<file path="src/ldmc_pkg.sv">
// ============================================================================
// ldmc_pkg - lamp dimmer mode controller package
// Shared types, field widths and reset values of the lamp dimmer controller.
// ============================================================================
package ldmc_pkg;

    // Field widths
    localparam int SAMPLE_W   = 12;
    localparam int DUTY_W     = 14;
    localparam int MODE_W     = 2;
    localparam int STEP_W     = 10;
    localparam int SETPOINT_W = 12;
    localparam int DEADBAND_W = 11;
    localparam int RADIO_W    = 8;
    localparam int CFG_IDX_W  = 2;
    localparam int CFG_DATA_W = 12;
    localparam int S_DATA_W   = 40;
    localparam int M_DATA_W   = 16;

    // Parameter defaults
    localparam int WINDOW_LEN_DEF = 10;
    localparam int MAX_DUTY_DEF   = 9999;
    localparam int SAMPLE_MAX_DEF = 4095;

    // Register reset values
    localparam logic [STEP_W-1:0]     STEP_SIZE_RST = 10'd10;
    localparam logic [SETPOINT_W-1:0] SETPOINT_RST  = 12'd2000;
    localparam logic [DEADBAND_W-1:0] DEADBAND_RST  = 11'd100;

    // Radio command byte that selects full on ('c')
    localparam logic [RADIO_W-1:0] RADIO_ON_CODE = 8'h63;

    // Operating modes, coded as on the result channel
    typedef enum logic [MODE_W-1:0] {
        MODE_SENSOR = 2'd0,
        MODE_POT    = 2'd1,
        MODE_ON     = 2'd2,
        MODE_OFF    = 2'd3
    } mode_t;

    // Configuration register indexes
    typedef enum logic [CFG_IDX_W-1:0] {
        CFG_STEP_SIZE = 2'd0,
        CFG_SETPOINT  = 2'd1,
        CFG_DEADBAND  = 2'd2
    } cfg_index_t;

    // Where the duty of an item comes from
    typedef enum logic [1:0] {
        SRC_DIRECT = 2'd0,  // value known at accept
        SRC_POT    = 2'd1,  // mapped from the knob window total
        SRC_HOLD   = 2'd2   // repeat the previous duty
    } duty_src_t;

endpackage

</file>
<file path="src/lamp_dimmer_mode_controller_top.sv">
// ============================================================================
// lamp_dimmer_mode_controller_top - lamp dimmer mode controller
// Picks the lamp mode from buttons and radio and computes the PWM duty.
// ============================================================================
//
// Usage:
//   s_* stream: one control tick per transfer, fields in s_tdata.
//   m_* stream: one result (duty, active mode) per input transfer, in order.
//   cfg_*: register write channel, always ready; write only while idle.
// Throughput: one tick per cycle while not stalled. Mode, sensor level and
//   knob window are updated at the input transfer. Every item then runs
//   through three pipeline stages, where the pot mapping (window average,
//   scale, divide by SAMPLE_MAX) uses one constant multiplier each, and
//   its duty is resolved in the result register that drives m_tvalid.
// Stall: the whole pipeline advances only while the result register is
//   empty or being taken, so s_tready follows m_tready when full.
// Reset: aresetn low clears the pipeline, sets mode off, level and duty to
//   zero, clears the knob window and loads the register defaults. No
//   clearing pass is needed; the block is ready the cycle after reset.
//
module lamp_dimmer_mode_controller_top #(
    parameter int WINDOW_LEN = ldmc_pkg::WINDOW_LEN_DEF,
    parameter int MAX_DUTY   = ldmc_pkg::MAX_DUTY_DEF,
    parameter int SAMPLE_MAX = ldmc_pkg::SAMPLE_MAX_DEF
) (
    input  logic                            aclk,
    input  logic                            aresetn,
    // Input stream
    input  logic                            s_tvalid,
    output logic                            s_tready,
    // [0] press_sensor_mode, [1] press_pot_mode, [2] press_full_on,
    // [3] press_full_off, [15:4] light_sample, [27:16] knob_sample,
    // [28] radio_valid, [36:29] radio_first_byte, [39:37] zero
    input  logic [ldmc_pkg::S_DATA_W-1:0]   s_tdata,
    // Result stream
    output logic                            m_tvalid,
    input  logic                            m_tready,
    // [13:0] duty, [15:14] active_mode
    output logic [ldmc_pkg::M_DATA_W-1:0]   m_tdata,
    // Configuration write channel
    input  logic                            cfg_valid,
    output logic                            cfg_ready,
    input  logic [ldmc_pkg::CFG_IDX_W-1:0]  cfg_index,
    input  logic [ldmc_pkg::CFG_DATA_W-1:0] cfg_data
);

    localparam int SAMPLE_W = ldmc_pkg::SAMPLE_W;
    localparam int DUTY_W   = ldmc_pkg::DUTY_W;
    localparam int PTR_W    = (WINDOW_LEN > 1) ? $clog2(WINDOW_LEN) : 1;
    localparam int TOT_W    = $clog2(WINDOW_LEN * ((1 << SAMPLE_W) - 1) + 1);
    localparam int BAND_W   = SAMPLE_W + 1;
    localparam int LVL_W    = DUTY_W + 1;
    localparam int AVG_W    = SAMPLE_W;
    localparam int PROD_W   = AVG_W + DUTY_W;

    // Exact floor division by reciprocal: x < 2**N, S = N + clog2(D),
    // M = ceil(2**S / D) gives floor(x / D) = (x * M) >> S.
    localparam int S1 = TOT_W + $clog2(WINDOW_LEN);
    localparam logic [63:0] RECIP1 =
        ((64'd1 << S1) + 64'(WINDOW_LEN) - 64'd1) / 64'(WINDOW_LEN);
    localparam logic [TOT_W:0] M1 = RECIP1[TOT_W:0];
    localparam int S2 = PROD_W + $clog2(SAMPLE_MAX);
    localparam logic [63:0] RECIP2 =
        ((64'd1 << S2) + 64'(SAMPLE_MAX) - 64'd1) / 64'(SAMPLE_MAX);
    localparam logic [PROD_W:0] M2 = RECIP2[PROD_W:0];
    localparam int Q_W = 2 * PROD_W + 1 - S2;

    localparam logic [DUTY_W-1:0] MAX_DUTY_V  = DUTY_W'(MAX_DUTY);
    localparam logic [PTR_W-1:0]  PTR_LAST    = PTR_W'(WINDOW_LEN - 1);

    // ------------------------------------------------------------------
    // Input field unpacking
    // ------------------------------------------------------------------
    logic                             in_sensor_btn;
    logic                             in_pot_btn;
    logic                             in_on_btn;
    logic                             in_off_btn;
    logic [SAMPLE_W-1:0]              in_light;
    logic [SAMPLE_W-1:0]              in_knob;
    logic                             in_radio_valid;
    logic [ldmc_pkg::RADIO_W-1:0]     in_radio_byte;

    assign in_sensor_btn  = s_tdata[0];
    assign in_pot_btn     = s_tdata[1];
    assign in_on_btn      = s_tdata[2];
    assign in_off_btn     = s_tdata[3];
    assign in_light       = s_tdata[15:4];
    assign in_knob        = s_tdata[27:16];
    assign in_radio_valid = s_tdata[28];
    assign in_radio_byte  = s_tdata[36:29];

    // ------------------------------------------------------------------
    // Handshake and pipeline enable
    // ------------------------------------------------------------------
    logic pipe_en;
    logic in_xfer;
    logic m_valid_reg;

    assign pipe_en   = !m_valid_reg || m_tready;
    assign s_tready  = pipe_en;
    assign in_xfer   = s_tvalid && pipe_en;
    assign cfg_ready = 1'b1;

    // ------------------------------------------------------------------
    // Configuration registers
    // ------------------------------------------------------------------
    logic [ldmc_pkg::STEP_W-1:0]     step_size_reg;
    logic [ldmc_pkg::SETPOINT_W-1:0] setpoint_reg;
    logic [ldmc_pkg::DEADBAND_W-1:0] deadband_reg;

    always_ff @(posedge aclk) begin
        if (!aresetn) begin
            step_size_reg <= ldmc_pkg::STEP_SIZE_RST;
            setpoint_reg  <= ldmc_pkg::SETPOINT_RST;
            deadband_reg  <= ldmc_pkg::DEADBAND_RST;
        end else if (cfg_valid && cfg_ready) begin
            unique case (cfg_index)
                ldmc_pkg::CFG_STEP_SIZE: step_size_reg <= cfg_data[ldmc_pkg::STEP_W-1:0];
                ldmc_pkg::CFG_SETPOINT:  setpoint_reg  <= cfg_data;
                ldmc_pkg::CFG_DEADBAND:  deadband_reg  <= cfg_data[ldmc_pkg::DEADBAND_W-1:0];
                default: ;  // unused index, write dropped
            endcase
        end
    end

    // ------------------------------------------------------------------
    // Tick state
    // ------------------------------------------------------------------
    ldmc_pkg::mode_t     mode_reg, mode_next;
    logic [DUTY_W-1:0]   level_reg, level_next;
    logic [SAMPLE_W-1:0] knob_ring_reg [WINDOW_LEN];
    logic [PTR_W-1:0]    ring_ptr_reg, ring_ptr_next;
    logic [TOT_W-1:0]    ring_total_reg, ring_total_next;
    logic                ring_wr;

    ldmc_pkg::duty_src_t src_next;
    logic [DUTY_W-1:0]   dval_next;

    logic [LVL_W-1:0]    level_up;
    logic [BAND_W-1:0]   light_plus_band;
    logic [BAND_W-1:0]   set_plus_band;
    logic                below_band;
    logic                above_band;

    // Band checks without signed edges: light < sp - db and light > sp + db
    assign light_plus_band = BAND_W'(in_light) + BAND_W'(deadband_reg);
    assign set_plus_band   = BAND_W'(setpoint_reg) + BAND_W'(deadband_reg);
    assign below_band      = light_plus_band < BAND_W'(setpoint_reg);
    assign above_band      = BAND_W'(in_light) > set_plus_band;
    assign level_up        = LVL_W'(level_reg) + LVL_W'(step_size_reg);

    // Mode selection and per-mode update for the item being accepted
    always_comb begin
        mode_next       = mode_reg;
        level_next      = level_reg;
        ring_ptr_next   = ring_ptr_reg;
        ring_total_next = ring_total_reg;
        ring_wr         = 1'b0;
        src_next        = ldmc_pkg::SRC_DIRECT;
        dval_next       = '0;

        if (in_radio_valid && in_radio_byte == ldmc_pkg::RADIO_ON_CODE) begin
            mode_next = ldmc_pkg::MODE_ON;
        end
        priority if (in_sensor_btn) begin
            mode_next = ldmc_pkg::MODE_SENSOR;
        end else if (in_pot_btn) begin
            mode_next = ldmc_pkg::MODE_POT;
        end else if (in_on_btn) begin
            mode_next = ldmc_pkg::MODE_ON;
        end else if (in_off_btn) begin
            mode_next = ldmc_pkg::MODE_OFF;
        end else begin
            // no button: keep radio or previous mode
        end

        unique case (mode_next)
            ldmc_pkg::MODE_SENSOR: begin
                priority if (below_band) begin
                    level_next = (level_up > LVL_W'(MAX_DUTY)) ? MAX_DUTY_V
                                                               : level_up[DUTY_W-1:0];
                    dval_next  = level_next;
                end else if (above_band) begin
                    level_next = (level_reg > DUTY_W'(step_size_reg))
                               ? level_reg - DUTY_W'(step_size_reg) : '0;
                    dval_next  = level_next;
                end else begin
                    // inside the deadband the previous duty stays
                    src_next = ldmc_pkg::SRC_HOLD;
                end
            end
            ldmc_pkg::MODE_POT: begin
                ring_wr         = 1'b1;
                ring_total_next = ring_total_reg - TOT_W'(knob_ring_reg[ring_ptr_reg])
                                + TOT_W'(in_knob);
                ring_ptr_next   = (ring_ptr_reg == PTR_LAST) ? '0 : ring_ptr_reg + 1'b1;
                src_next        = ldmc_pkg::SRC_POT;
            end
            ldmc_pkg::MODE_ON: begin
                dval_next = MAX_DUTY_V;
            end
            ldmc_pkg::MODE_OFF: begin
                dval_next = '0;
            end
        endcase
    end

    always_ff @(posedge aclk) begin
        if (!aresetn) begin
            mode_reg       <= ldmc_pkg::MODE_OFF;
            level_reg      <= '0;
            ring_ptr_reg   <= '0;
            ring_total_reg <= '0;
            for (int i = 0; i < WINDOW_LEN; i++) begin
                knob_ring_reg[i] <= '0;
            end
        end else if (in_xfer) begin
            mode_reg       <= mode_next;
            level_reg      <= level_next;
            ring_ptr_reg   <= ring_ptr_next;
            ring_total_reg <= ring_total_next;
            if (ring_wr) begin
                knob_ring_reg[ring_ptr_reg] <= in_knob;
            end
        end
    end

    // ------------------------------------------------------------------
    // Pot mapping pipeline: average, scale, divide
    // ------------------------------------------------------------------
    logic                v1_reg, v2_reg, v3_reg;
    ldmc_pkg::duty_src_t src1_reg, src2_reg, src3_reg;
    ldmc_pkg::mode_t     mode1_reg, mode2_reg, mode3_reg;
    logic [DUTY_W-1:0]   dval1_reg, dval2_reg, dval3_reg;
    logic [TOT_W-1:0]    total1_reg;
    logic [AVG_W-1:0]    avg2_reg;
    logic [PROD_W-1:0]   prod3_reg;

    logic [2*TOT_W:0]    avg_full;
    logic [2*PROD_W:0]   quot_full;
    logic [Q_W-1:0]      quot;
    logic [DUTY_W-1:0]   pot_duty;
    logic [DUTY_W-1:0]   duty_next;
    logic [DUTY_W-1:0]   m_duty_reg;
    ldmc_pkg::mode_t     m_mode_reg;

    assign avg_full  = (2*TOT_W+1)'(total1_reg) * (2*TOT_W+1)'(M1);
    assign quot_full = (2*PROD_W+1)'(prod3_reg) * (2*PROD_W+1)'(M2);
    assign quot      = quot_full[S2 +: Q_W];
    assign pot_duty  = (quot > Q_W'(MAX_DUTY)) ? MAX_DUTY_V : quot[DUTY_W-1:0];

    // Duty resolution into the result register
    always_comb begin
        unique case (src3_reg)
            ldmc_pkg::SRC_POT:  duty_next = pot_duty;
            ldmc_pkg::SRC_HOLD: duty_next = m_duty_reg;
            default:            duty_next = dval3_reg;
        endcase
    end

    // Stage valids
    always_ff @(posedge aclk) begin
        if (!aresetn) begin
            v1_reg      <= 1'b0;
            v2_reg      <= 1'b0;
            v3_reg      <= 1'b0;
            m_valid_reg <= 1'b0;
        end else if (pipe_en) begin
            v1_reg      <= in_xfer;
            v2_reg      <= v1_reg;
            v3_reg      <= v2_reg;
            m_valid_reg <= v3_reg;
        end
    end

    // Stage payloads
    always_ff @(posedge aclk) begin
        if (pipe_en) begin
            src1_reg   <= src_next;
            mode1_reg  <= mode_next;
            dval1_reg  <= dval_next;
            total1_reg <= ring_total_next;

            src2_reg   <= src1_reg;
            mode2_reg  <= mode1_reg;
            dval2_reg  <= dval1_reg;
            avg2_reg   <= avg_full[S1 +: AVG_W];

            src3_reg   <= src2_reg;
            mode3_reg  <= mode2_reg;
            dval3_reg  <= dval2_reg;
            prod3_reg  <= PROD_W'(avg2_reg) * PROD_W'(MAX_DUTY_V);
        end
    end

    // Result register; duty keeps the last value for deadband holds
    always_ff @(posedge aclk) begin
        if (!aresetn) begin
            m_duty_reg <= '0;
            m_mode_reg <= ldmc_pkg::MODE_OFF;
        end else if (pipe_en && v3_reg) begin
            m_duty_reg <= duty_next;
            m_mode_reg <= mode3_reg;
        end
    end

    assign m_tvalid = m_valid_reg;
    assign m_tdata  = {m_mode_reg, m_duty_reg};

`ifndef SYNTHESIS
    // Ring pointer never leaves the window
    ptr_in_window_a: assert property (@(posedge aclk) disable iff (!aresetn)
        ring_ptr_reg <= PTR_LAST)
        else $error("knob ring pointer beyond window");

    // A finished item in the last stage reaches the result register
    stage_to_out_a: assert property (@(posedge aclk) disable iff (!aresetn)
        (pipe_en && v3_reg) |=> m_tvalid)
        else $error("last stage item lost");

    // Fixed modes drive their fixed duty
    fixed_mode_duty_a: assert property (@(posedge aclk) disable iff (!aresetn)
        m_tvalid |-> ((m_mode_reg == ldmc_pkg::MODE_OFF && m_duty_reg == '0)
                   || (m_mode_reg == ldmc_pkg::MODE_ON && m_duty_reg == MAX_DUTY_V)
                   || m_mode_reg == ldmc_pkg::MODE_SENSOR
                   || m_mode_reg == ldmc_pkg::MODE_POT))
        else $error("fixed mode with wrong duty");

    // Duty stays within range
    duty_range_a: assert property (@(posedge aclk) disable iff (!aresetn)
        m_tvalid |-> m_duty_reg <= MAX_DUTY_V)
        else $error("duty above maximum");
`endif

endmodule

</file>
<file path="config.mk">
export PLATFORM = sky130hd
export DESIGN_NAME = lamp_dimmer_mode_controller_top
export DESIGN_NICKNAME = d
export VERILOG_FILES = /design/src/ldmc_pkg.sv /design/src/lamp_dimmer_mode_controller_top.sv
export SDC_FILE = /design/constraint.sdc
export NUM_CORES = 1
export LEC_CHECK = 0
export BUFFER_PORTS_ARGS = -buffer_cell sky130_fd_sc_hd__buf_4
export CORE_MARGIN = 2
export CORE_UTILIZATION = 65
export DETAILED_ROUTE_END_ITERATION = 7
export HOLD_SLACK_MARGIN = 0.08
export PLACE_DENSITY = 0.83
export SYNTH_ARGS = -nofsm -noshare
export SYNTH_HDL_FRONTEND = slang
export SYNTH_SLANG_ARGS = --single-unit
export TNS_END_PERCENT = 1
</file>
<file path="constraint.sdc">
create_clock -name aclk -period 13.1 [get_ports aclk]
set_input_delay 3.275 -clock aclk [delete_from_list [all_inputs] [get_ports aclk]]
set_output_delay 3.275 -clock aclk [all_outputs]
set_load 0.02 [all_outputs]
</file>
* Word-level counts from Yosys, hierarchy flattened
Memory sizes are Yosys's and may differ from the RTL's. A register that Yosys moved wholly into a read port is not among the register bits. Cells that the tools add are included.
Storage, ports and cells: output and inout bits 19, input port bits 59, flip-flop bits (word level) 197, bits in writable memories 120, word-level logic and storage cells 95, memories kept 1
Operators by class: bitwise gates (word level) 1, multipliers 3, reduce and logical (&&, ||, !) cells 15, equal/unequal tests 8, order comparisons 5, $add $sub $neg 7, mux-type cells 30
Memories:
- knob_ring_reg | depth 10, bits a word 12, rd ports 1, clocked after memory_dff 1, write ports 10, RTL line lamp_dimmer_mode_controller_top.sv:131 | logic [SAMPLE_W-1:0] knob_ring_reg [WINDOW_LEN];
Operator list (number):
- $mux W14 | 7
- $pmux W14 S2 | 2
- $mul A26 B27 Y53 const B | 1
- $mul A16 B16 Y31 const B | 1
- $gt A15 B14 Y1 const B | 2
- $add A12 B11 Y13 | 2
- $mul A12 B14 Y26 const B | 1
- $add A16 B12 Y16 | 1
- $mux W16 | 1
- $mux W4 | 4
- $sub A16 B12 Y16 | 1
- $add A14 B10 Y15 | 1
- $gt A14 B10 Y1 | 1
- $mux W2 | 7
- $sub A14 B10 Y14 | 1
- $gt A12 B13 Y1 | 1
- $lt A13 B12 Y1 | 1
- $mux W12 | 1
- $reduce_or A12 Y1 | 1
- $reduce_and A2 Y1 | 5
- $eq A8 B7 Y1 const B | 1
- $mux W1 | 7
- $eq A2 B1 Y1 const B | 3
- $eq A2 B2 Y1 const B | 3
- other kinds (10) | 13

* Logic depth before layout (Yosys ltp)
depth after elaboration 15, mapped depth 22, gate-level depth less buffers 20

* Worst setup path before layout
Ideal clock, no wire load.
path kind input to output, from input m_tready, to output s_tready, data required time 9825 ps, path buffers 0, path slack 4074 ps, data arrival time 5751 ps, cell stages on the path 2, cell sequence nor2b_1 clkinv_1
On the way: longest elaborated chain between the ends 1
RTL lines:
- start, declared | RTL line lamp_dimmer_mode_controller_top.sv:37 | input logic m_tready,
- $logic_or A1 B1 Y1 | RTL line lamp_dimmer_mode_controller_top.sv:99 | assign pipe_en = !m_valid_reg || m_tready;
- end, declared | RTL line lamp_dimmer_mode_controller_top.sv:30 | output logic s_tready,
Every way passes these cells.

* Worst setup path after layout
from input s_tdata[4] (netlist name), to register level_reg[9]
On the way: longest elaborated chain between the ends 4, elaborated cells between the ends (all ways) 6, those cells by class 1 x add/sub; 2 x order compare; 1 x mux; 2 x reduce/logical
RTL lines:
- start, declared | RTL line lamp_dimmer_mode_controller_top.sv:34 | input logic [ldmc_pkg::S_DATA_W-1:0] s_tdata,
- $add A12 B11 Y13 | RTL line lamp_dimmer_mode_controller_top.sv:146 | assign light_plus_band = BAND_W'(in_light) + BAND_W'(deadband_reg);
- $lt A13 B12 Y1 | RTL line lamp_dimmer_mode_controller_top.sv:148 | assign below_band = light_plus_band < BAND_W'(setpoint_reg);
- $reduce_bool A2 Y1 (no line)
- $reduce_and A3 Y1 (no line)
- end signal, assigned | RTL line lamp_dimmer_mode_controller_top.sv:219 | level_reg <= level_next;
- end, declared | RTL line lamp_dimmer_mode_controller_top.sv:130 | logic [DUTY_W-1:0] level_reg, level_next;
Parallel ways exist; a longest one is shown, timed or not. A chain may end at the register's enable or synchronous reset.

==> impl_results.md <==
* Outcome: finished, final reports clean
* Worst-Skew Late Latency at 0.59 ns
* Initial Util at about two thirds
* R2r startpoint: total1_reg[5]$_DFFE_PN_
* Largest net degree at the start of global routing at between 70 and 80
* Setup crit end kind: register
* Chip Width at 218 um
* Num CTS Buffers at 40
* Core area at ~45000 um^2
* Sequential-to-total area share from yosys stat at 36.6%
* DRT Pass-1 Iters at 6
* Syn Inst Count at 2698
* DRC Markers at 0
* Final GP Congestion at around 0.9
* Final-report max-slew violation count at 0
* Final hold violation count at 0
* Crit-path max cell delay at around 0.83 ns
* Area of the multi-input gates at approximately 17000 um^2
* Routed wire per std cell at about 20 um
* Port Buf Inserts at 73
* Critical path arrival at about 8.2 ns
* Fill cells at roughly 3200
* Mapped cell area at just under 30000 um^2
* Largest buffer count on any clock path at 3
* Antenna violations before repair at 0
* Clk pin slew, worst setup/hold paths at about 0.06 ns
* Setup TNS at 0 ns
* WHS Path Cells at 0
* CP Cell Sequence: buf_4, ha_1, fa_1, a21o_1, a21oi_2, nor2b_1, o21a_1, o21ai_0, nor2b_1, o21ai_0, a21oi_1, ha_1, a211oi_1, nand3_1, a31oi_1, o21bai_1, or2_1, a211oi_4, nand2_4, o32ai_1
* CP max-delay cell: a211oi_4
* Vias in the first global route at 21500
* Ant. Diodes at 0
* Ys flop type: edfxtp_1
* Worst endpoint required time at approximately 14 ns
* # resized after CTS at 0
* End of the worst hold path: dval3_reg[10]$_DFFE_PN_
* Netlist cell types at about 110
* DR vias/cell at around 6.1
* Synth area leaders: edfxtp_1, ha_1, fa_1, dfxtp_1, inv_1
* Crit share post-route at just under 60%
* Commonest non-fill, non-tap cell in the layout: ha_1
* Synth Warn # at 0
* Cell Count Post-Placement at around 3300
* H-Tree Depth at 2
* # Max-Cap Violations at 0
* DRT iter0 DRCs at 1522
* Synth Area per Inst at approximately 11 um^2
* Largest register FFs at roughly 190
* Total track usage at just under 30%
* Count of hold-fix buffers inserted at cts at 0
* Num rows at 78
* Worst setup SP type: primary input
* Routed wire length at about 66000 um
* Critical path peak fanout at 19
* First-pass GRT wire length at 109000 um
* Slew headroom at 19.1%
* Biggest area consumer among synthesized cells: edfxtp_1
* Unrepaired setup endpoints after global routing: false
* Share of the synthesized area in the top cell type at 30.3%
* Reg area at roughly 11000 um^2
* Min-delay src: dval2_reg[10]$_DFFE_PN_
* Hold slack at 0.400 ns
* Min-Delay Path Class: reg -> reg
* WS Path Type: in -> reg
* Clk_skew at around 0.041 ns
* CTS sink count at 393
* TritonCTS clock tree: done
* Reg-to-reg endpoint: avg2_reg[11]$_DFFE_PN_
* Dpl hpwl at slightly above 50000 um
* Postcts setup bufs at 0
* Reg2Reg Depth at 18
* Die extent in y at approximately 220 um
* Final #Nets at 3434
* Final setup viols at 0
* Most frequent cells in the layout: ha_1, inv_1, edfxtp_1
* I/O pin cnt at 78
* Final core occ at approximately 71%
* Routed Antenna Nets at 0
* Area delta synth->final at 8.89%
* R2R Setup Slk at 6.27 ns
* Via Count at slightly above 20000
* Max Fclk at 0.129 GHz
* Die area at around 47000 um^2
* Cell Count, Final, Fillers Out at roughly 3400
* Final Critical Period at between 7 and 8 ns
* Post-synth ARST share at 0%
* Register bit total from synthesis at a little under 400
* Gr ovfl total at 0
* Post-synth EDFFs at 300
* Net count after synthesis at 3368
* Share of cells above drive strength 1 at 9.94%
* Worst-Margin Slew at 1.21 ns
* Clk root buf: clkbuf_16
-- cells by family after synthesis --
kind of cell / after synthesis / synth area share (%)
and+or+nand+nor: 640 / 10.1
adders and majority gates: 611 / 29.6
AOI/OAI and AO/OA: 474 / 10.9
buffers and inverters: 433 / 5.56
DFF: 393 / 36.6
xor gates and xnor gates: 79 / 2.39
muxes: 67 / 4.81
other: 1 / 0.0126
-- how the worst max path moves through the flow --
stage / startpoint / end / cells after the start
after detailed placement: s_tdata[4] / level_reg[9]$_SDFFE_PN0P_ / 20
after floorplan: m_tready / s_tready / 2
after CTS: s_tdata[4] / level_reg[9]$_SDFFE_PN0P_ / 20
final: s_tdata[4] / level_reg[9]$_SDFFE_PN0P_ / 20
after global routing: s_tdata[4] / level_reg[8]$_SDFFE_PN0P_ / 20
after global placement: s_tdata[4] / level_reg[9]$_SDFFE_PN0P_ / 20
-- stage by stage --
step	area, um^2	setup slack [ns]
floorplan	29700	4.07
global placement	30900	4.83
detailed placement	30900	4.73
CTS	32400	5.31
global route	32400	4.92
finish	32400	5.34
-- critical path, delay by kind of cell --
family / cells / cell delay, ns
simple gates: 5 / 0.95
fa+ha+maj: 3 / 0.93
compound gates: 11 / 2.95
buf+inv: 1 / 0.11
-- final cells by class --
class,instances,share of cell area (%)
inverters,368,4.28
clock inverters,25,1.22
flip-flops and latches,393,33.6
well taps,600,2.32
repair buffers,89,2.07
multi-input cells,1872,53.1
clock buffers,49,3.36
-- synth_stat cells (7+ instances only) --
| cell type | count |
|---|---|
| nand3b_1 | 7 |
| or3_1 | 19 |
| and3_1 | 11 |
| a221oi_1 | 9 |
| o21a_1 | 29 |
| o211ai_1 | 22 |
| a21o_1 | 37 |
| inv_1 | 366 |
| xnor2_1 | 53 |
| nand2b_1 | 14 |
| o21bai_1 | 18 |
| o31ai_1 | 10 |
| mux4_2 | 60 |
| a31oi_1 | 13 |
| nand4_1 | 11 |
| xor2_1 | 25 |
| fa_1 | 155 |
| nor2b_1 | 24 |
| a211oi_1 | 20 |
| and2_1 | 23 |
| nor3_1 | 41 |
| clkbuf_1 | 39 |
| dfxtp_1 | 93 |
| nand2_1 | 172 |
| or2_2 | 13 |
| o21ai_0 | 79 |
| buf_2 | 12 |
| nor2_1 | 216 |
| nand3_1 | 54 |
| a21oi_1 | 132 |
| ha_1 | 456 |
| buf_1 | 11 |
| edfxtp_1 | 300 |
-- metal layers --
metal	wire length (um)	up-vias	GRT usage [%]
met2	33100	610	50.3
met4	1860	0	8.80
li1	-	9723	-
met5	0	-	0
met1	27900	10200	37.7
met3	3410	142	3.91
Power is not shown: default switching activity piles up to over one toggle a cycle in this logic, so the estimate is an artifact.
